### src/rtl/pdf_pkg.sv
package pdf_pkg;

   localparam logic [7:0] SEPARATOR  = 8'h1E;
   localparam logic [7:0] COLON      = 8'h3A;
   localparam logic [7:0] DIGIT_ZERO = 8'h30;
   localparam logic [7:0] DIGIT_NINE = 8'h39;

   // result queue between front and back
   localparam int QDEPTH     = 4;
   localparam int Q_PTR_BITS = $clog2(QDEPTH);
   localparam int Q_CNT_BITS = $clog2(QDEPTH + 1);

   typedef enum logic [1:0] {
      PH_LEN  = 2'd0,
      PH_DATA = 2'd1,
      PH_SKIP = 2'd2
   } phase_type;

   typedef enum logic [1:0] {
      STATUS_OK    = 2'd0,
      STATUS_TRUNC = 2'd1,
      STATUS_BAD   = 2'd2
   } status_type;

   typedef struct packed {
      logic [7:0] payload_byte;
      logic       end_of_payload;
   } req_type;

   typedef struct packed {
      logic [7:0] packet_byte;
      logic       first_of_packet;
      logic       last_of_packet;
      status_type status;
      logic       run_last;
   } rsp_type;

   // how many results the front writes this cycle
   typedef struct packed {
      logic one;
      logic two;
   } push_type;

endpackage

### src/rtl/pdf_front.sv
module pdf_front #(
   parameter int LENGTH_BITS = 16
) (
   input  logic              clock,
   input  logic              reset,
   input  logic              req_valid,
   output logic              req_ready,
   input  pdf_pkg::req_type  req_data,
   input  logic              csr_valid,
   output logic              csr_ready,
   input  logic              csr_data,
   input  logic              space_ok,
   output pdf_pkg::push_type push,
   output pdf_pkg::rsp_type  res0,
   output pdf_pkg::rsp_type  res1
);

   localparam int VBITS = LENGTH_BITS + 4;

   logic                   mode_ff, mode_in;
   pdf_pkg::phase_type     phase_ff, phase_in;
   logic [LENGTH_BITS-1:0] length_accum_ff, length_accum_in;
   logic                   digits_seen_ff, digits_seen_in;
   logic [LENGTH_BITS-1:0] bytes_left_ff, bytes_left_in;
   logic [7:0]             held_byte_ff, held_byte_in;
   logic                   held_valid_ff, held_valid_in;
   logic                   held_first_ff, held_first_in;

   logic                   accept;
   logic                   csr_write;
   logic [7:0]             b;
   logic                   eop;
   logic                   is_digit;
   logic [VBITS-1:0]       accum_wide;
   logic [VBITS-1:0]       value_next;
   logic                   overflow;
   logic                   colon_ok;
   logic                   data_first;
   logic                   data_last;
   logic                   accum_zero;
   pdf_pkg::rsp_type       r0, r1;
   pdf_pkg::push_type      pu;

   assign csr_ready = 1'b1;
   // a register write takes the cycle, so no item is taken beside it
   assign req_ready = space_ok && !csr_valid;
   assign accept    = req_valid && req_ready;
   assign csr_write = csr_valid && csr_ready;
   assign b         = req_data.payload_byte;
   assign eop       = req_data.end_of_payload;

   // classification of the incoming byte
   assign is_digit   = (b >= pdf_pkg::DIGIT_ZERO) && (b <= pdf_pkg::DIGIT_NINE);
   assign accum_wide = {4'b0000, length_accum_ff};
   assign value_next = (accum_wide << 3) + (accum_wide << 1)
                     + {{(VBITS-4){1'b0}}, b[3:0]};
   assign overflow   = |value_next[VBITS-1:LENGTH_BITS];
   assign colon_ok   = (b == pdf_pkg::COLON) && digits_seen_ff;
   assign accum_zero = (length_accum_ff == '0);
   assign data_first = (bytes_left_ff == length_accum_ff);
   assign data_last  = (bytes_left_ff <= LENGTH_BITS'(1));

   // next phase
   always_comb begin
      phase_in = phase_ff;
      if (csr_write) begin
         phase_in = pdf_pkg::PH_LEN;
      end else if (accept && !mode_ff) begin
         unique case (phase_ff)
            pdf_pkg::PH_SKIP: begin
               if (eop) phase_in = pdf_pkg::PH_LEN;
            end
            pdf_pkg::PH_DATA: begin
               if (data_last || eop) phase_in = pdf_pkg::PH_LEN;
            end
            pdf_pkg::PH_LEN: begin
               priority if (is_digit) begin
                  if (overflow) phase_in = eop ? pdf_pkg::PH_LEN : pdf_pkg::PH_SKIP;
               end else if (colon_ok) begin
                  if (!accum_zero && !eop) phase_in = pdf_pkg::PH_DATA;
               end else begin
                  phase_in = eop ? pdf_pkg::PH_LEN : pdf_pkg::PH_SKIP;
               end
            end
            default: phase_in = pdf_pkg::PH_LEN;
         endcase
      end
   end

   // results and data state
   always_comb begin
      mode_in         = mode_ff;
      length_accum_in = length_accum_ff;
      digits_seen_in  = digits_seen_ff;
      bytes_left_in   = bytes_left_ff;
      held_byte_in    = held_byte_ff;
      held_valid_in   = held_valid_ff;
      held_first_in   = held_first_ff;
      r0              = '0;
      r1              = '0;
      pu              = '0;
      if (csr_write) begin
         mode_in         = csr_data;
         length_accum_in = '0;
         digits_seen_in  = 1'b0;
         bytes_left_in   = '0;
         held_byte_in    = '0;
         held_valid_in   = 1'b0;
         held_first_in   = 1'b0;
      end else if (accept && mode_ff) begin
         if (b == pdf_pkg::SEPARATOR) begin
            if (held_valid_ff) begin
               r0     = '{held_byte_ff, held_first_ff, 1'b1, pdf_pkg::STATUS_OK, 1'b0};
               pu.one = 1'b1;
            end
            held_byte_in  = '0;
            held_valid_in = 1'b0;
            held_first_in = 1'b0;
         end else begin
            if (held_valid_ff) begin
               r0     = '{held_byte_ff, held_first_ff, 1'b0, pdf_pkg::STATUS_OK, 1'b0};
               pu.one = 1'b1;
            end
            if (eop) begin
               if (held_valid_ff) begin
                  r1     = '{b, 1'b0, 1'b1, pdf_pkg::STATUS_OK, 1'b0};
                  pu.two = 1'b1;
               end else begin
                  r0     = '{b, 1'b1, 1'b1, pdf_pkg::STATUS_OK, 1'b0};
                  pu.one = 1'b1;
               end
               held_byte_in  = '0;
               held_valid_in = 1'b0;
               held_first_in = 1'b0;
            end else begin
               held_byte_in  = b;
               held_first_in = !held_valid_ff;
               held_valid_in = 1'b1;
            end
         end
      end else if (accept) begin
         unique case (phase_ff)
            pdf_pkg::PH_SKIP: begin
            end
            pdf_pkg::PH_DATA: begin
               r0     = '{b, data_first, data_last, pdf_pkg::STATUS_OK, 1'b0};
               pu.one = 1'b1;
               bytes_left_in = data_last ? '0 : bytes_left_ff - LENGTH_BITS'(1);
               if (data_last) begin
                  length_accum_in = '0;
               end else if (eop) begin
                  r1     = '{8'h00, 1'b0, 1'b0, pdf_pkg::STATUS_TRUNC, 1'b0};
                  pu.two = 1'b1;
                  length_accum_in = '0;
                  bytes_left_in   = '0;
               end
            end
            pdf_pkg::PH_LEN: begin
               priority if (is_digit && !overflow) begin
                  length_accum_in = value_next[LENGTH_BITS-1:0];
                  digits_seen_in  = 1'b1;
                  if (eop) begin
                     r0     = '{8'h00, 1'b0, 1'b0, pdf_pkg::STATUS_TRUNC, 1'b0};
                     pu.one = 1'b1;
                     length_accum_in = '0;
                     digits_seen_in  = 1'b0;
                  end
               end else if (!is_digit && colon_ok) begin
                  digits_seen_in = 1'b0;
                  if (!accum_zero) begin
                     if (eop) begin
                        r0     = '{8'h00, 1'b0, 1'b0, pdf_pkg::STATUS_TRUNC, 1'b0};
                        pu.one = 1'b1;
                        length_accum_in = '0;
                     end else begin
                        bytes_left_in = length_accum_ff;
                     end
                  end
               end else begin
                  // bad prefix
                  r0     = '{8'h00, 1'b0, 1'b0, pdf_pkg::STATUS_BAD, 1'b0};
                  pu.one = 1'b1;
                  length_accum_in = '0;
                  digits_seen_in  = 1'b0;
                  bytes_left_in   = '0;
               end
            end
            default: begin
            end
         endcase
      end
      // mark the last result of this item
      if (pu.two) begin
         r1.run_last = 1'b1;
      end else if (pu.one) begin
         r0.run_last = 1'b1;
      end
   end

   assign push = pu;
   assign res0 = r0;
   assign res1 = r1;

   always_ff @(posedge clock) begin
      if (reset) begin
         mode_ff         <= 1'b1;
         phase_ff        <= pdf_pkg::PH_LEN;
         length_accum_ff <= '0;
         digits_seen_ff  <= 1'b0;
         bytes_left_ff   <= '0;
         held_byte_ff    <= '0;
         held_valid_ff   <= 1'b0;
         held_first_ff   <= 1'b0;
      end else begin
         mode_ff         <= mode_in;
         phase_ff        <= phase_in;
         length_accum_ff <= length_accum_in;
         digits_seen_ff  <= digits_seen_in;
         bytes_left_ff   <= bytes_left_in;
         held_byte_ff    <= held_byte_in;
         held_valid_ff   <= held_valid_in;
         held_first_ff   <= held_first_in;
      end
   end

endmodule

### src/rtl/pdf_queue.sv
module pdf_queue (
   input  logic              clock,
   input  logic              reset,
   input  pdf_pkg::push_type push,
   input  pdf_pkg::rsp_type  wr_data0,
   input  pdf_pkg::rsp_type  wr_data1,
   input  logic              pop,
   output logic              space_ok,
   output logic              not_empty,
   output pdf_pkg::rsp_type  rd_data
);

   pdf_pkg::rsp_type mem [pdf_pkg::QDEPTH];

   logic [pdf_pkg::Q_PTR_BITS-1:0] wr_ptr_ff, wr_ptr_in;
   logic [pdf_pkg::Q_PTR_BITS-1:0] rd_ptr_ff, rd_ptr_in;
   logic [pdf_pkg::Q_CNT_BITS-1:0] count_ff, count_in;
   logic [1:0]                     push_cnt;

   assign push_cnt  = {1'b0, push.one} + {1'b0, push.two};
   assign wr_ptr_in = wr_ptr_ff + pdf_pkg::Q_PTR_BITS'(push_cnt);
   assign rd_ptr_in = rd_ptr_ff + pdf_pkg::Q_PTR_BITS'(pop);
   assign count_in  = count_ff + pdf_pkg::Q_CNT_BITS'(push_cnt)
                    - pdf_pkg::Q_CNT_BITS'(pop);

   assign space_ok  = count_ff <= pdf_pkg::Q_CNT_BITS'(pdf_pkg::QDEPTH - 2);
   assign not_empty = count_ff != '0;
   assign rd_data   = mem[rd_ptr_ff];

   always_ff @(posedge clock) begin
      if (push.one) mem[wr_ptr_ff] <= wr_data0;
      if (push.two) mem[wr_ptr_ff + pdf_pkg::Q_PTR_BITS'(1)] <= wr_data1;
   end

   always_ff @(posedge clock) begin
      if (reset) begin
         wr_ptr_ff <= '0;
         rd_ptr_ff <= '0;
         count_ff  <= '0;
      end else begin
         wr_ptr_ff <= wr_ptr_in;
         rd_ptr_ff <= rd_ptr_in;
         count_ff  <= count_in;
      end
   end

endmodule

### src/rtl/pdf_back.sv
module pdf_back (
   input  logic             clock,
   input  logic             reset,
   input  logic             not_empty,
   input  pdf_pkg::rsp_type rd_data,
   output logic             pop,
   output logic             rsp_valid,
   input  logic             rsp_ready,
   output pdf_pkg::rsp_type rsp_data
);

   logic             rsp_valid_ff, rsp_valid_in;
   pdf_pkg::rsp_type rsp_data_ff;

   assign pop          = not_empty && (!rsp_valid_ff || rsp_ready);
   assign rsp_valid_in = pop || (rsp_valid_ff && !rsp_ready);

   always_ff @(posedge clock) begin
      if (reset) begin
         rsp_valid_ff <= 1'b0;
      end else begin
         rsp_valid_ff <= rsp_valid_in;
      end
   end

   always_ff @(posedge clock) begin
      if (pop) rsp_data_ff <= rd_data;
   end

   assign rsp_valid = rsp_valid_ff;
   assign rsp_data  = rsp_data_ff;

endmodule

### src/rtl/payload_deframer.sv
// channel   direction  carries
// req_      in         payload_byte, end_of_payload
// rsp_      out        packet_byte, first/last marks, status, run_last
// csr_      in         framing_mode (write only)
//
// one item accepted per cycle while req_ready is high; each item is classified in the cycle it is taken
// an item gives zero to two results; the back end sends one result per cycle while rsp_ready is high,
// so the sustained rate is one item per cycle while items give at most one result
// req_ready drops when the four-entry result queue has fewer than two free slots
// or while a register write is offered
// rsp_valid rises when a result moves from the queue into the output register; reset is synchronous, no clearing pass
module payload_deframer #(
   parameter int LENGTH_BITS = 16
) (
   input  logic             clock,
   input  logic             reset,
   input  logic             req_valid,
   output logic             req_ready,
   input  pdf_pkg::req_type req_data,
   output logic             rsp_valid,
   input  logic             rsp_ready,
   output pdf_pkg::rsp_type rsp_data,
   input  logic             csr_valid,
   output logic             csr_ready,
   input  logic             csr_data
);

   pdf_pkg::push_type push;
   pdf_pkg::rsp_type  res0;
   pdf_pkg::rsp_type  res1;
   pdf_pkg::rsp_type  rd_data;
   logic              space_ok;
   logic              not_empty;
   logic              pop;

   pdf_front #(
      .LENGTH_BITS(LENGTH_BITS)
   ) u_front (
      .clock     (clock),
      .reset     (reset),
      .req_valid (req_valid),
      .req_ready (req_ready),
      .req_data  (req_data),
      .csr_valid (csr_valid),
      .csr_ready (csr_ready),
      .csr_data  (csr_data),
      .space_ok  (space_ok),
      .push      (push),
      .res0      (res0),
      .res1      (res1)
   );

   pdf_queue u_queue (
      .clock     (clock),
      .reset     (reset),
      .push      (push),
      .wr_data0  (res0),
      .wr_data1  (res1),
      .pop       (pop),
      .space_ok  (space_ok),
      .not_empty (not_empty),
      .rd_data   (rd_data)
   );

   pdf_back u_back (
      .clock     (clock),
      .reset     (reset),
      .not_empty (not_empty),
      .rd_data   (rd_data),
      .pop       (pop),
      .rsp_valid (rsp_valid),
      .rsp_ready (rsp_ready),
      .rsp_data  (rsp_data)
   );

endmodule

### config.mk
export PLATFORM = sky130hd
export DESIGN_NAME = payload_deframer
export DESIGN_NICKNAME = d
export VERILOG_FILES = /design/src/rtl/pdf_pkg.sv /design/src/rtl/pdf_front.sv /design/src/rtl/pdf_queue.sv /design/src/rtl/pdf_back.sv /design/src/rtl/payload_deframer.sv
export SDC_FILE = /design/constraint.sdc
export NUM_CORES = 1
export LEC_CHECK = 0
export ABC_AREA = 1
export BUFFER_PORTS_ARGS = -buffer_cell sky130_fd_sc_hd__buf_4
export CAP_MARGIN = 20
export CORE_MARGIN = 2
export CORE_UTILIZATION = 60
export CTS_CLUSTER_SIZE = 14
export DETAILED_ROUTE_END_ITERATION = 16
export PLACE_DENSITY = 0.81
export SYNTH_ARGS = -nofsm -noshare
export SYNTH_HDL_FRONTEND = slang
export SYNTH_SLANG_ARGS = --single-unit
### constraint.sdc
create_clock -name clock -period 8.8 [get_ports clock]
set_input_delay 1.76 -clock clock [delete_from_list [all_inputs] [get_ports clock]]
set_output_delay 1.76 -clock clock [all_outputs]
set_load 0.1 [all_outputs]
==> results.yml <==
yosys:
  synth_nets: 1026
  synth_top_area_cell: "edfxtp_1"
  ys_warn_count: 0
  synth_top_area_share_pct: 22.6
  ys_types: 48
  yosysMostFrequentCell: "nand2_1"
  async_flop_share_pct: 0
  ys_top_cells_by_count: "nand2_1 (205), inv_1 (115), nor2_1 (93), a21oi_1 (73), o21ai_0 (66)"
  synth_edf_count: 57
  synth.area.top_cells: "edfxtp_1 (23%), dfxtp_1 (16%), nand2_1 (10%), ha_1 (6.6%), inv_1 (5.7%)"
  ys_seq_elements: 119
  syn_inst: 968
  synth_flop_cell: "dfxtp_1"
  syn_area_per_cell_um2: 7.82
  seq_area_frac_synth_pct: 39.0
  syn_area_um2: 7570
critical_path:
  startpoint_type: "input pin"
  crit_top_cell: "nand2_1"
  reg2reg_from: "u_front.length_accum_ff[2]"
  cp-startpoint: "req_data[4]"
  cp_max_fo: 7
  critPathSlowestCell: "fa_1"
  cp_data_required_time_ns: 9.11
  cp_num_buf_inv: 6
  critPathCaptureType: "register"
  cp.arrival_ns: 5.71
  worstSetupPathType: "in -> reg"
  cp_top_family: "adder cells"
  slowest_delay_ns: 0.57
clocking:
  clkTransAtPathRegs_ns: 0.06
  cts_hold_buf: 0
  postCtsSetupBuffers: 0
  root_buffer: "clkbuf_16"
  htreeDepth: 4
  numCtsBuffers: 17
  clock_path_buffers: 2
  cts_tree: "built"
  clkLatencyLatePin_ns: 0.42
  clock_sinks: 119
  cts_resized: 0
timing:
  relSlewSlack_pct: 44.7
  max_freq_mhz: 185
  fin_crit_sh_pct: 61.3
  setup_violations: 0
  fin_setup_tns_ns: 0
  finalHoldViolations: 0
  fin_crit_ns: 5.40
  rsz0062_at_grt: "no"
  fin_skew_ns: 0.0105
  worstMarginPinSlew_ns: 0.827
  drv_slew: 0
grt:
  overflow: 0
  antenna_found_initial: 0
  grt_max_degree: 29
  grt_usage_pct: 28.5
  grt_pass1_vias: 6253
  grt_pass1_wl_um: 30100
floorplanning:
  rows: 41
  dieArea_um2: 13500
  die_h_um: 116
  num_io_pins: 31
  coreArea_um2: 12500
  start_util_pct: 60.7
  die_x_um: 116
pwr:
  p_leak_nw: 3.76
  ir_drop_v: 0.000112
  p_per_area_nw_per_um2: 245
placement:
  routabilityCongestion: 0.979
  port_buffers: 29
  dp_hpwl_um: 13200
  placed_area_um2: 7820
routing:
  vias_per_cell: 5.71
  dr.pass1.iters: 6
  drcViolationCount: 0
  vias: 6693
  wl_per_cell_um: 15.5
  drtAntennaViolNets: 0
  wirelength_um: 18100
  drt-initial-drc-count: 547
worst_hold_path:
  min_path_type: "reg -> reg"
  hold_start: "u_front.held_byte_ff[0]"
flow_run:
  cap_violations: 0
finish:
  fin_area_um2: 8430
  diodes: 0
  syn_to_final_growth_pct: 11.3
  multi_input_area_um2: 3950
  fill_cells: 1048
  final_nets: 1047
  regArea_um2: 2950
  drive_gt1_share_pct: 11.6
status:
  outcome: "completed"
[through the flow]
step	hold slack (ns)	worst slack, ns	util (%)	total power [mW]	std cells
4_1_cts	0.464	3.38	67.5	2.06	1171
6_report	0.467	3.40	67.6	2.06	1172
5_1_grt	0.484	3.08	67.6	2.15	1172
2_1_floorplan	0.445	3.39	-	1.24	968
3_5_place_dp	0.455	2.94	62.8	1.36	1141
3_3_place_gp	0.452	3.03	62.8	1.35	1141
[cells by family after synthesis]
group	share of synthesized area, %
buf+inv	8.88
flops	39.0
fa+ha+maj	7.40
other cells	0.0495
simple gates	23.3
xor+xnor	3.24
compound gates	18.1
[final cells by class]
cell class	count	area share, %
Multi-Input combinational cell	692	46.8
Sequential cell	119	35.0
Inverter	127	5.66
Clock buffer	20	5.18
Timing Repair Buffer	32	2.90
Tap cell	172	2.55
Clock inverter	10	1.84
[registers in the layout, indices dropped and copies added (netlist names), 2 cells and up]
name                     count
u_queue.wr_ptr_ff            2
u_front.length_accum_ff     16
u_queue.mem                 52
u_queue.rd_ptr_ff            2
u_front.held_byte_ff         8
u_back.rsp_data             13
u_front.bytes_left_ff       16
u_front.phase_ff             2
u_queue.count_ff             3
[final timing paths]
kind,to,slack [ns],cells past startpoint
setup / recovery,u_queue.count_ff[2],3.40,28
hold / removal,u_front.held_byte_ff[0],0.47,2
setup reg to reg,u_queue.count_ff[2],4.37,27
hold reg to reg,u_front.held_byte_ff[0],0.47,2
[report_power, final]
group / internal [mW] / switching [mW]
Clock: 0.467 / 0.240
Combinational: 0.148 / 0.477
Sequential: 0.684 / 0.0470
Total: 1.30 / 0.764
[worst register-to-register path, cell delays in order (launching register included)]
cell	delay, ns
dfxtp_1	0.48
inv_1	0.18
fa_1	0.52
inv_1	0.07
fa_1	0.45
nand2_1	0.08
nand2_1	0.08
nand3_1	0.10
nand2_2	0.08
nand2_2	0.09
nand2_1	0.05
nand2_1	0.08
nand2_2	0.06
nor2_4	0.17
nand3_4	0.13
nand2_1	0.09
nand2_1	0.06
nand2_2	0.07
nand2_4	0.10
nand2_1	0.12
inv_2	0.07
ha_1	0.21
inv_1	0.06
ha_1	0.24
fa_1	0.43
xor2_1	0.17
inv_1	0.06
nor2_1	0.03
[cells in the final DEF (no fill, tap or decap), types with 9 or more instances in the layout]
| cell type | instances |
|---|---|
| buf_4 | 31 |
| inv_1 | 115 |
| a21oi_1 | 73 |
| dfxtp_1 | 62 |
| nor2_1 | 93 |
| nand4_1 | 12 |
| nand3_1 | 32 |
| nand2_1 | 205 |
| edfxtp_1 | 57 |
| o22ai_1 | 51 |
| nand2_2 | 10 |
| nor3_1 | 9 |
| inv_2 | 11 |
| clkbuf_16 | 17 |
| o21ai_0 | 66 |
| ha_1 | 40 |
| o22ai_2 | 11 |
| xor2_1 | 23 |
[metal layers]
metal	vias to the layer above	track usage (%)	wire [µm]
li1	3327	-	-
met1	3060	34.9	7700
met2	251	49.4	8940
met3	55	4.88	923
met4	0	12.8	587
met5	-	0	0
No activity file was read; power rests on OpenSTA's default activity.
